--- src/rtl/pto_pkg.sv ---
// Package for the pulser time offset accumulator: opcodes, CSR indices, limits and the window type.
// Used by pto_acc_step and pulser_time_offset_accumulator.
`timescale 1ns / 1ps
package pto_pkg;
   localparam logic [2:0] OP_HIT   = 3'd0;
   localparam logic [2:0] OP_LOAD  = 3'd1;
   localparam logic [2:0] OP_READ  = 3'd2;
   localparam logic [2:0] OP_RUN   = 3'd3;
   localparam logic [2:0] OP_CLEAR = 3'd4;

   localparam logic [1:0] CSR_NMOD = 2'd0;
   localparam logic [1:0] CSR_GAP  = 2'd1;
   localparam logic [1:0] CSR_WLO  = 2'd2;
   localparam logic [1:0] CSR_WHI  = 2'd3;

   localparam logic [63:0] SUM_MAX = 64'h7FFF_FFFF_FFFF_FFFF;
   localparam logic [63:0] SUM_MIN = 64'h8000_0000_0000_0000;
   localparam logic [31:0] CNT_MAX = 32'hFFFF_FFFF;

   typedef struct packed {
      logic [40:0] win_lo;
      logic [40:0] win_hi;
   } window_type;
endpackage

--- src/rtl/pulser_time_offset_accumulator.sv ---
// Top level of the pulser time offset accumulator: tables, sequencer and
// configuration registers. Depends on pto_pkg and pto_acc_step.
`timescale 1ns / 1ps
// Usage: items enter on the req_ channel (valid/ready) and each produces one
// beat on the rsp_ channel. Configuration is written through csr_we/csr_index/
// csr_wdata; the user must do so only while the block is idle, which the block itself does not enforce.
// Sequencing: hits that are not a triggering pulser hit, loads, reads and
// opcodes without effect go from accept through the EXEC state to a result beat. A
// triggering pulser hit then walks the modules one per cycle through a single
// shared subtract/compare/accumulate unit in the WALK state before its result beat.
// New run and clear sums sweep all MAX_MODULES table entries one module per cycle
// in the SWEEP state before their result beat. One item is in flight at a time.
// Issue: the next item is accepted at the earliest in the cycle after the result
// beat is taken, so items never overlap.
// The result sits in an output register; while the receiver stalls the
// block holds it and accepts no new item.
// Reset returns registers to their reset values and clears the tables by a
// sweep over all MAX_MODULES entries during which no item is accepted.
module pulser_time_offset_accumulator
   import pto_pkg::*;
#(
   parameter int MAX_MODULES = 16
) (
   input  logic        clock,
   input  logic        reset,
   input  logic        req_valid,
   output logic        req_ready,
   input  logic [2:0]  req_opcode,
   input  logic [7:0]  req_module_req,
   input  logic [7:0]  req_channel,
   input  logic [62:0] req_timestamp_ps,
   input  logic        req_pulser_enable,
   input  logic [7:0]  req_pulser_channel,
   input  logic [31:0] req_pulser_delay_ps,
   output logic        rsp_valid,
   input  logic        rsp_ready,
   output logic        rsp_status,
   output logic [7:0]  rsp_module_out,
   output logic [63:0] rsp_offset_sum_ps,
   output logic [31:0] rsp_entry_count,
   output logic        rsp_accumulated,
   input  logic        csr_we,
   input  logic [1:0]  csr_index,
   input  logic [40:0] csr_wdata
);
   localparam int AW = (MAX_MODULES > 1) ? $clog2(MAX_MODULES) : 1;
   localparam int CW = AW + 1;

   localparam logic [2:0] ST_IDLE  = 3'd0;
   localparam logic [2:0] ST_EXEC  = 3'd1;
   localparam logic [2:0] ST_WALK  = 3'd2;
   localparam logic [2:0] ST_SWEEP = 3'd3;
   localparam logic [2:0] ST_RESP  = 3'd4;

   // tables
   logic        ptab_en   [MAX_MODULES];
   logic [7:0]  ptab_ch   [MAX_MODULES];
   logic [31:0] ptab_dly  [MAX_MODULES];
   logic [63:0] ptime     [MAX_MODULES];
   logic [63:0] sum_mem   [MAX_MODULES];
   logic [31:0] cnt_mem   [MAX_MODULES];

   logic [2:0]  state_ff;
   logic [CW-1:0] idx_ff;
   logic [CW-1:0] nlim_ff;
   logic        sw_time_ff, sw_sum_ff;
   logic [2:0]  op_ff;
   logic [7:0]  mod_ff, ch_ff;
   logic [62:0] ts_ff;
   logic        pen_ff;
   logic [7:0]  pch_ff;
   logic [31:0] pdly_ff;
   logic [63:0] prev_time_ff;
   logic        prev_valid_ff;
   logic [4:0]  nmod_ff;
   logic [39:0] gap_ff;
   window_type  win_ff;
   logic        st_ff, acc_ff;
   logic [63:0] sum_o_ff;
   logic [31:0] cnt_o_ff;

   logic [8:0]  ncount;
   logic        in_range;
   logic [AW-1:0] ma;
   logic [AW-1:0] wa;
   logic        take;
   logic [63:0] sum_nx;
   logic [31:0] cnt_nx;
   logic        is_pulser;
   logic [63:0] gdiff;
   logic        trig;
   logic        exec_bad;
   logic        exec_pulse;
   logic        exec_walk;
   logic        exec_load;
   logic        exec_read;
   logic        exec_run;
   logic        exec_clr;

   always_comb begin
      ncount = ({4'd0, nmod_ff} > 9'(MAX_MODULES)) ? 9'(MAX_MODULES) : {4'd0, nmod_ff};
      in_range = {1'b0, mod_ff} < ncount;
      ma = mod_ff[AW-1:0];
      wa = idx_ff[AW-1:0];
      is_pulser = in_range && ptab_en[ma] && (ptab_ch[ma] == ch_ff);
      gdiff = {1'b0, ts_ff} - prev_time_ff;
      trig = prev_valid_ff && !gdiff[63] && (gdiff >= {24'd0, gap_ff});
      exec_bad = (op_ff <= OP_READ) && !in_range;
      exec_pulse = (op_ff == OP_HIT) && is_pulser;
      exec_walk = exec_pulse && trig;
      exec_load = (op_ff == OP_LOAD) && in_range;
      exec_read = (op_ff == OP_READ) && in_range;
      exec_run = (op_ff == OP_RUN);
      exec_clr = (op_ff == OP_CLEAR);
   end

   pto_acc_step u_step (
      .time_j (ptime[wa]),
      .time_0 (ptime[0]),
      .win    (win_ff),
      .sum_in (sum_mem[wa]),
      .cnt_in (cnt_mem[wa]),
      .take   (take),
      .sum_out(sum_nx),
      .cnt_out(cnt_nx)
   );

   assign req_ready = (state_ff == ST_IDLE);
   assign rsp_valid = (state_ff == ST_RESP);
   assign rsp_status = st_ff;
   assign rsp_module_out = mod_ff;
   assign rsp_offset_sum_ps = sum_o_ff;
   assign rsp_entry_count = cnt_o_ff;
   assign rsp_accumulated = acc_ff;

   always_ff @(posedge clock) begin
      if (reset) begin
         nmod_ff <= 5'd16;
         gap_ff <= 40'd10000000;
         win_ff.win_lo <= -41'sd5000000;
         win_ff.win_hi <= 41'sd5000000;
      end else if (csr_we) begin
         case (csr_index)
            CSR_NMOD: nmod_ff <= csr_wdata[4:0];
            CSR_GAP:  gap_ff <= csr_wdata[39:0];
            CSR_WLO:  win_ff.win_lo <= csr_wdata;
            CSR_WHI:  win_ff.win_hi <= csr_wdata;
            default: ;
         endcase
      end
   end

   always_ff @(posedge clock) begin
      if (reset) begin
         state_ff <= ST_SWEEP;
         idx_ff <= '0;
         nlim_ff <= CW'(MAX_MODULES);
         sw_time_ff <= 1'b1;
         sw_sum_ff <= 1'b1;
         prev_time_ff <= '0;
         prev_valid_ff <= 1'b0;
      end else begin
         case (state_ff)
            ST_IDLE: begin
               if (req_valid) begin
                  op_ff <= req_opcode;
                  mod_ff <= req_module_req;
                  ch_ff <= req_channel;
                  ts_ff <= req_timestamp_ps;
                  pen_ff <= req_pulser_enable;
                  pch_ff <= req_pulser_channel;
                  pdly_ff <= req_pulser_delay_ps;
                  state_ff <= ST_EXEC;
               end
            end
            ST_EXEC: begin
               st_ff <= exec_bad;
               acc_ff <= exec_walk;
               sum_o_ff <= exec_read ? sum_mem[ma] : '0;
               cnt_o_ff <= exec_read ? cnt_mem[ma] : '0;
               idx_ff <= '0;
               nlim_ff <= exec_walk ? ncount[CW-1:0] : CW'(MAX_MODULES);
               sw_time_ff <= exec_run;
               sw_sum_ff <= exec_clr;
               if (exec_walk) begin
                  state_ff <= ST_WALK;
               end else if (exec_run || exec_clr) begin
                  state_ff <= ST_SWEEP;
               end else begin
                  state_ff <= ST_RESP;
               end
               if (exec_pulse) begin
                  ptime[ma] <= {1'b0, ts_ff} - {32'd0, ptab_dly[ma]};
                  prev_time_ff <= {1'b0, ts_ff};
                  prev_valid_ff <= 1'b1;
               end else if (exec_run) begin
                  prev_time_ff <= '0;
                  prev_valid_ff <= 1'b0;
               end
               if (exec_load) begin
                  ptab_en[ma] <= pen_ff;
                  ptab_ch[ma] <= pch_ff;
                  ptab_dly[ma] <= pdly_ff;
               end
            end
            ST_WALK: begin
               if (take) begin
                  sum_mem[wa] <= sum_nx;
                  cnt_mem[wa] <= cnt_nx;
               end
               idx_ff <= idx_ff + CW'(1);
               if (idx_ff + CW'(1) >= nlim_ff) state_ff <= ST_RESP;
            end
            ST_SWEEP: begin
               // Reset also clears the pulser setting tables.
               if (sw_time_ff) ptime[wa] <= '0;
               if (sw_sum_ff) begin
                  sum_mem[wa] <= '0;
                  cnt_mem[wa] <= '0;
               end
               if (sw_time_ff && sw_sum_ff) begin
                  ptab_en[wa] <= 1'b0;
                  ptab_ch[wa] <= '0;
                  ptab_dly[wa] <= '0;
               end
               idx_ff <= idx_ff + CW'(1);
               if (idx_ff + CW'(1) >= nlim_ff) begin
                  state_ff <= (sw_time_ff && sw_sum_ff) ? ST_IDLE : ST_RESP;
               end
            end
            ST_RESP: begin
               if (rsp_ready) state_ff <= ST_IDLE;
            end
            default: state_ff <= ST_IDLE;
         endcase
      end
   end

   a_one_side: assert property (@(posedge clock) disable iff (reset)
      !(req_ready && rsp_valid)) else $error("ready while result pending");
   a_walk_done: assert property (@(posedge clock) disable iff (reset)
      (state_ff == ST_WALK) |-> (idx_ff < nlim_ff)) else $error("walk index overrun");
   a_acc_walk: assert property (@(posedge clock) disable iff (reset)
      (rsp_valid && rsp_accumulated) |-> (rsp_status == 1'b0))
      else $error("accumulated with bad status");
endmodule

--- src/rtl/pto_acc_step.sv ---
// One walk step: offset of a module against module 0, window test and
// saturating accumulate. Depends on pto_pkg.
`timescale 1ns / 1ps
module pto_acc_step
   import pto_pkg::*;
(
   input  logic [63:0] time_j,
   input  logic [63:0] time_0,
   input  window_type  win,
   input  logic [63:0] sum_in,
   input  logic [31:0] cnt_in,
   output logic        take,
   output logic [63:0] sum_out,
   output logic [31:0] cnt_out
);
   logic [64:0] diff;
   logic        fits;
   logic [64:0] lo_x;
   logic [64:0] hi_x;
   logic [64:0] s;

   always_comb begin
      diff = {time_j[63], time_j} - {time_0[63], time_0};
      fits = (diff[64] == diff[63]);
      lo_x = {{24{win.win_lo[40]}}, win.win_lo};
      hi_x = {{24{win.win_hi[40]}}, win.win_hi};
      take = fits && !($signed(diff) < $signed(lo_x)) && ($signed(diff) < $signed(hi_x))
         && (cnt_in != CNT_MAX);
      s = {sum_in[63], sum_in} + diff;
      if (s[64] != s[63]) begin
         sum_out = s[64] ? SUM_MIN : SUM_MAX;
      end else begin
         sum_out = s[63:0];
      end
      cnt_out = cnt_in + 32'd1;
   end
endmodule
--- config.mk ---
export PLATFORM = sky130hd
export DESIGN_NAME = pulser_time_offset_accumulator
export DESIGN_NICKNAME = d
export VERILOG_FILES = /design/src/rtl/pto_pkg.sv /design/src/rtl/pulser_time_offset_accumulator.sv /design/src/rtl/pto_acc_step.sv
export SDC_FILE = /design/constraint.sdc
export NUM_CORES = 2
export LEC_CHECK = 0
export ABC_AREA = 0
export BUFFER_PORTS_ARGS = -buffer_cell sky130_fd_sc_hd__buf_2
export CAP_MARGIN = 20
export CORE_MARGIN = 5
export CORE_UTILIZATION = 55
export DETAILED_ROUTE_END_ITERATION = 12
export GPL_TIMING_DRIVEN = 0
export PLACE_DENSITY = 0.82
export SYNTH_ARGS = -nofsm -noshare
export SYNTH_HDL_FRONTEND = slang
export SYNTH_SLANG_ARGS = --single-unit
--- constraint.sdc ---
create_clock -name clock -period 40.1 [get_ports clock]
set_input_delay 8.02 -clock clock [delete_from_list [all_inputs] [get_ports clock]]
set_output_delay 8.02 -clock clock [all_outputs]
set_load 0.01 [all_outputs]
# After elaboration in Yosys (flattened, before gate mapping)
# Memory sizes are Yosys's and may differ from the RTL's. A register that Yosys moved wholly into a read port is not among the register bits.
# Cells that the tools add are included.
# totals
register_bits,332
latchBits,0
ramBits,3216
romBits,0
in_bits,171
out_inout_bits,108
word_cells,162
memories,6
# memory_table
memory,words,width,read_ports,rd_ports_with_merged_regs,wr,line_no,rtl
ptime,16,64,2,1,1,pulser_time_offset_accumulator.sv:59,logic [63:0] ptime [MAX_MODULES];
sum_mem,16,64,2,2,1,pulser_time_offset_accumulator.sv:60,logic [63:0] sum_mem [MAX_MODULES];
cnt_mem,16,32,2,2,1,pulser_time_offset_accumulator.sv:61,logic [31:0] cnt_mem [MAX_MODULES];
ptab_dly,16,32,1,1,1,pulser_time_offset_accumulator.sv:58,logic [31:0] ptab_dly [MAX_MODULES];
ptab_ch,16,8,1,1,1,pulser_time_offset_accumulator.sv:57,logic [7:0] ptab_ch [MAX_MODULES];
ptab_en,16,1,1,1,1,pulser_time_offset_accumulator.sv:56,logic ptab_en [MAX_MODULES];
# classes
addsub,6
mul,0
n_div,0
order_cmp,7
n_eq_ne,19
n_shift,0
n_mux,64
n_bitwise,3
n_reduce_logical,37
# ops
operator,count
$mux 64,6
$lt 65x41->1,2
$add 65x65->65,1
$sub 64x64->65,1
$ge 64x40->1,1
$mux 32,2
$reduce_or 64->1,1
$sub 63x32->64,1
$sub 63x64->64,1
$mux 4,13
$add 32x1->32 const B,1
$ne 32x32->1 const B,1
$reduce_or 32->1,1
$mux 1,31
$mux 3,7
$pmux 3 s5,1
$logic_and 1x1->1,13
$eq 3x2->1 const B,4
$reduce_and 2->1,6
$mux 5,2
$pmux 5 s2,1
$eq 8x8->1,1
$lt 8x5->1,1
$mux 8,1
24 further kinds,36

# Longest topological paths before layout
# An unclocked memory read counts as a cell.
# depth
ltp_word,12
ltp_mapped,43
ltp_nobuf,32

# By module
# From an unflattened synthesis, not the netlist that was laid out.
# hier_totals
cells_unflattened,9793
hier_area_um2,168808.2
# modules_own_cells
mod,instances,cells_per_inst,area_per_inst_um2,seq_area_each_um2
pulser_time_offset_accumulator,1,8101,156784.1,107493.1
pto_acc_step,1,1692,12024.0,0.0

# Worst setup path before layout
# No wires, ideal clock.
# synth_path
kind,input -> register
startpoint,input port reset
endpoint,"memory cnt_mem[12][0], enable pin"
setup_time_ns,0.688
arrival_ns,16.146
required_ns,39.412
slack_ns,23.266
path_stages,6
n_path_buf,1
cell_sequence,clkbuf_1 > nor2_1 > o311ai_0 > a311oi_4 > a31oi_4 > nor3b_1
# synth_via
elab_chain_cells,3
word_cells_on_any_way,5
classes_between,mux (4); bitwise (1)
# synth_lines
item,line_no,rtl
"start, declared",pulser_time_offset_accumulator.sv:25,"input logic reset,"
$mux 1,pulser_time_offset_accumulator.sv:154,if (reset) begin
"$mux 1, on equally long branches","pulser_time_offset_accumulator.sv:209, pulser_time_offset_accumulator.sv:219",
$or 1x1->1 (no line) (*),-,
"end, declared",pulser_time_offset_accumulator.sv:61,
# Mark *: on every way between the ends. The rest lies on a longest branch, timed or not.

==> metrics.yaml <==
timing:
  worstMarginPinSlew_ns: 1.27
  final.setup.tns_ns: 0
  fin_crit_sh_pct: 41.3
  finalMaxSlewViolations: 0
  skew_ns: 0.131
  finalSetupViolCount: 0
  relSlewSlack_pct: 15.2
  fmax_mhz: 60.4
  rsz0062_at_grt: "false"
  fin_crit_ns: 16.56
  hold_viol_final: 0
placed_design:
  post-place-cells: 14100
  dpl.hpwl_mm: 383
  place_congestion: 0.987
  port_buffers: 277
grt:
  grt_pass1_wl_mm: 787
  overflow: 0
  grt_util_all_layers_pct: 35.1
  grt_pass1_vias: 107000
  grt_max_degree: 112
  antenna_found_initial: 59
layout:
  final_nets: 11200
  fillers: 19200
  regArea_mm2: 0.107
  layoutNonFillerInstCount: 14900
  drive_gt1_share_pct: 26.9
  area_delta_synth_final_pct: 15.7
  multi_input_area_mm2: 0.0564
clock_tree:
  insertion_delay_ns: 1.01
  cts_tree: "yes"
  postCtsHoldBufs: 0
  cts_resized: 0
  cts_inserted_buffers: 365
  cts-root-buf: "clkbuf_16"
  path_clk_slew_ns: 0.06
  cts_max_path_buffers: 4
  post-cts-setup-buffers: 0
  cts.sinks: 3651
  htree_levels: 5
logic_synthesis:
  ys_top_cells_by_area: "edfxtp_1, mux4_2, ha_1"
  ys_ff_latch: 3651
  syn_area_mm2: 0.167
  synthesis.nets: 10000
  synth_top_area_share_pct: 61.8
  async_flop_share_pct: 0
  syn_area_per_cell_um2: 17.6
  synth_common_cells: "edfxtp_1, mux4_2, nand2_1"
  yosysWarnings: 0
  syn_inst: 9466
  ys_types: 92
  synth_seq_area_share_pct: 64.4
  synthFlopType: "edfxtp_1"
  synth-edff-count: 3437
  yosys.area.top_type: "edfxtp_1"
  post-synth-top-count-cell: "edfxtp_1"
detailed_routing:
  wl_per_cell_um: 38.0
  final_antenna_net_count: 0
  avgViaCountPerCell: 7.29
  totalWireLength_mm: 566
  vias: 109000
  first_pass_iters: 12
  drt_iter0_markers: 19400
  drc_errors: 1
pwr:
  ir_drop_v: 0.0000593
  leakage_nw: 63.9
  power.share.clock_pct: 32.4
  p_per_area_mw_per_mm2: 56.4
  combPwrFrac_pct: 22.4
  switching_share_pct: 30.0
  intPower_w: 0.00762
  seqPwrFrac_pct: 45.2
  power.switching_w: 0.00326
run_status:
  status: "complete, but fails checks"
  failed_checks: "DRC"
worst_setup_path:
  cpPeakStageDelay_ns: 1.02
  path_max_fanout: 11
  cp_top_family: "buffers and inverters"
  critPathBufInv: 16
  cp.arrival_ns: 17.25
  endpoint_kind: "flip-flop"
  slowest_stage: "nor3b_2"
  cp.required_ns: 40.79
  startpoint_type: "flip-flop"
  crit_top_cell: "buf_2"
  path_class: "flip-flop to flip-flop"
floorplanning:
  rows: 202
  fp.dieH_um: 561
  initial_core_util_pct: 55.2
  design.die.area_mm2: 0.315
  core_area_mm2: 0.303
  ios: 279
  dieWidth_um: 561
flow_run:
  cap_violations: 0
worst_hold_path:
  min_path_type: "flip-flop to flip-flop"
state kept, by name, summed over array words and instances, names as in the netlist, 3 cells and up, named ones only:
| register | cells |
|---|---|
| ptime | 1024 |
| sum_mem | 1024 |
| cnt_mem | 512 |
| ptab_dly | 512 |
| ptab_ch | 128 |
| win_ff | 82 |
| rsp_offset_sum_ps | 64 |
| prev_time_ff | 63 |
| ts_ff | 63 |
| gap_ff | 40 |
| pdly_ff | 32 |
| rsp_entry_count | 32 |
| ptab_en | 16 |
| ch_ff | 8 |
| pch_ff | 8 |
| rsp_module_out | 8 |
| idx_ff | 5 |
| nlim_ff | 5 |
| nmod_ff | 5 |
| op_ff | 3 |
| state_ff | 3 |
tightest hold or removal path: stages, from the launching register on:
cell     delay (ns)
dfxtp_1        0.31
nand2_1        0.05
a21oi_1        0.05
logic make-up after synthesis:
logic type               synth area share, %
AO/OA/AOI/OAI                           4.68
XOR/XNOR                                1.33
adder cells (fa/ha/maj)                 3.08
buffers and inverters                   2.08
flip-flops                              64.4
multiplexers                            20.0
AND/OR/NAND/NOR                         4.43
cell usage in the layout (no fill, tap or decap), drive strengths merged, types with 65 or more instances in the layout:
master,synthesis,layout
edfxtp,3437,3437
mux4,1466,1466
buf,160,911
clkbuf,350,816
nand2,489,489
a21oi,433,433
ha,405,405
nor2,385,385
inv,363,374
o21ai,260,260
dfxtp,214,214
nor2b,155,155
clkinv,1,151
xnor2,146,146
a21o,124,124
xor2,108,108
nand4,97,97
nor3,80,80
nand3,68,68
and2,67,67
a22oi,65,65
power by group through the flow:
stage | logic, W | registers, W | clock network [W]
after global routing | 0.00253 | 0.00492 | 0.00369
after CTS | 0.00228 | 0.00491 | 0.00351
after detailed placement | 0.00223 | 0.00499 | 0
after floorplan | 0.00131 | 0.00498 | 0
final | 0.00244 | 0.00492 | 0.00352
after global placement | 0.00194 | 0.00502 | 0
per-stage QoR:
stage | area (um2) | total power, W | util [%] | worst slack [ns] | hold WS [ns]
6_report | 193000 | 0.0109 | 63.8 | 23.54 | 0.458
5_1_grt | 193000 | 0.0111 | 63.8 | 23.71 | 0.465
4_1_cts | 192000 | 0.0107 | 63.4 | 24.11 | 0.457
3_5_place_dp | 180000 | 0.00721 | 59.4 | 24.18 | 0.445
3_3_place_gp | 173000 | 0.00696 | 57.3 | 7.99 | 0.448
2_1_floorplan | 167000 | 0.00629 | - | 23.27 | 0.425
cell type report:
type                            count  area share, %
Antenna cell                       48         0.0622
Buffer                            510           1.09
Clock buffer                      461           5.05
Clock inverter                    214           1.25
Inverter                          364          0.710
Multi-Input combinational cell   4941           29.2
Sequential cell                  3651           55.7
Tap cell                         3978           2.58
Timing Repair Buffer              756           4.37
final timing paths:
kind / startpoint / to / slack, ns / depth (start not counted)
setup / recovery: flip-flop / cnt_mem[12][17] / 23.54 / 42
hold / removal: win_ff[41] / win_ff[41] / 0.46 / 2
hold reg to reg: win_ff[41] / win_ff[41] / 0.46 / 2
setup reg to reg: flip-flop / cnt_mem[12][17] / 23.54 / 42
metal layers:
| layer | part of all wire, % | global-route usage, % | vias up |
|---|---|---|---|
| met1 | 31 | 43.3 | 54000 |
| met5 | 0.028 | 0 | - |
| met4 | 8.4 | 23.1 | 28 |
| met2 | 45 | 52.9 | 11300 |
| met3 | 16 | 12.3 | 2613 |
| li1 | - | - | 41000 |
(Power assumes the default switching activity.)
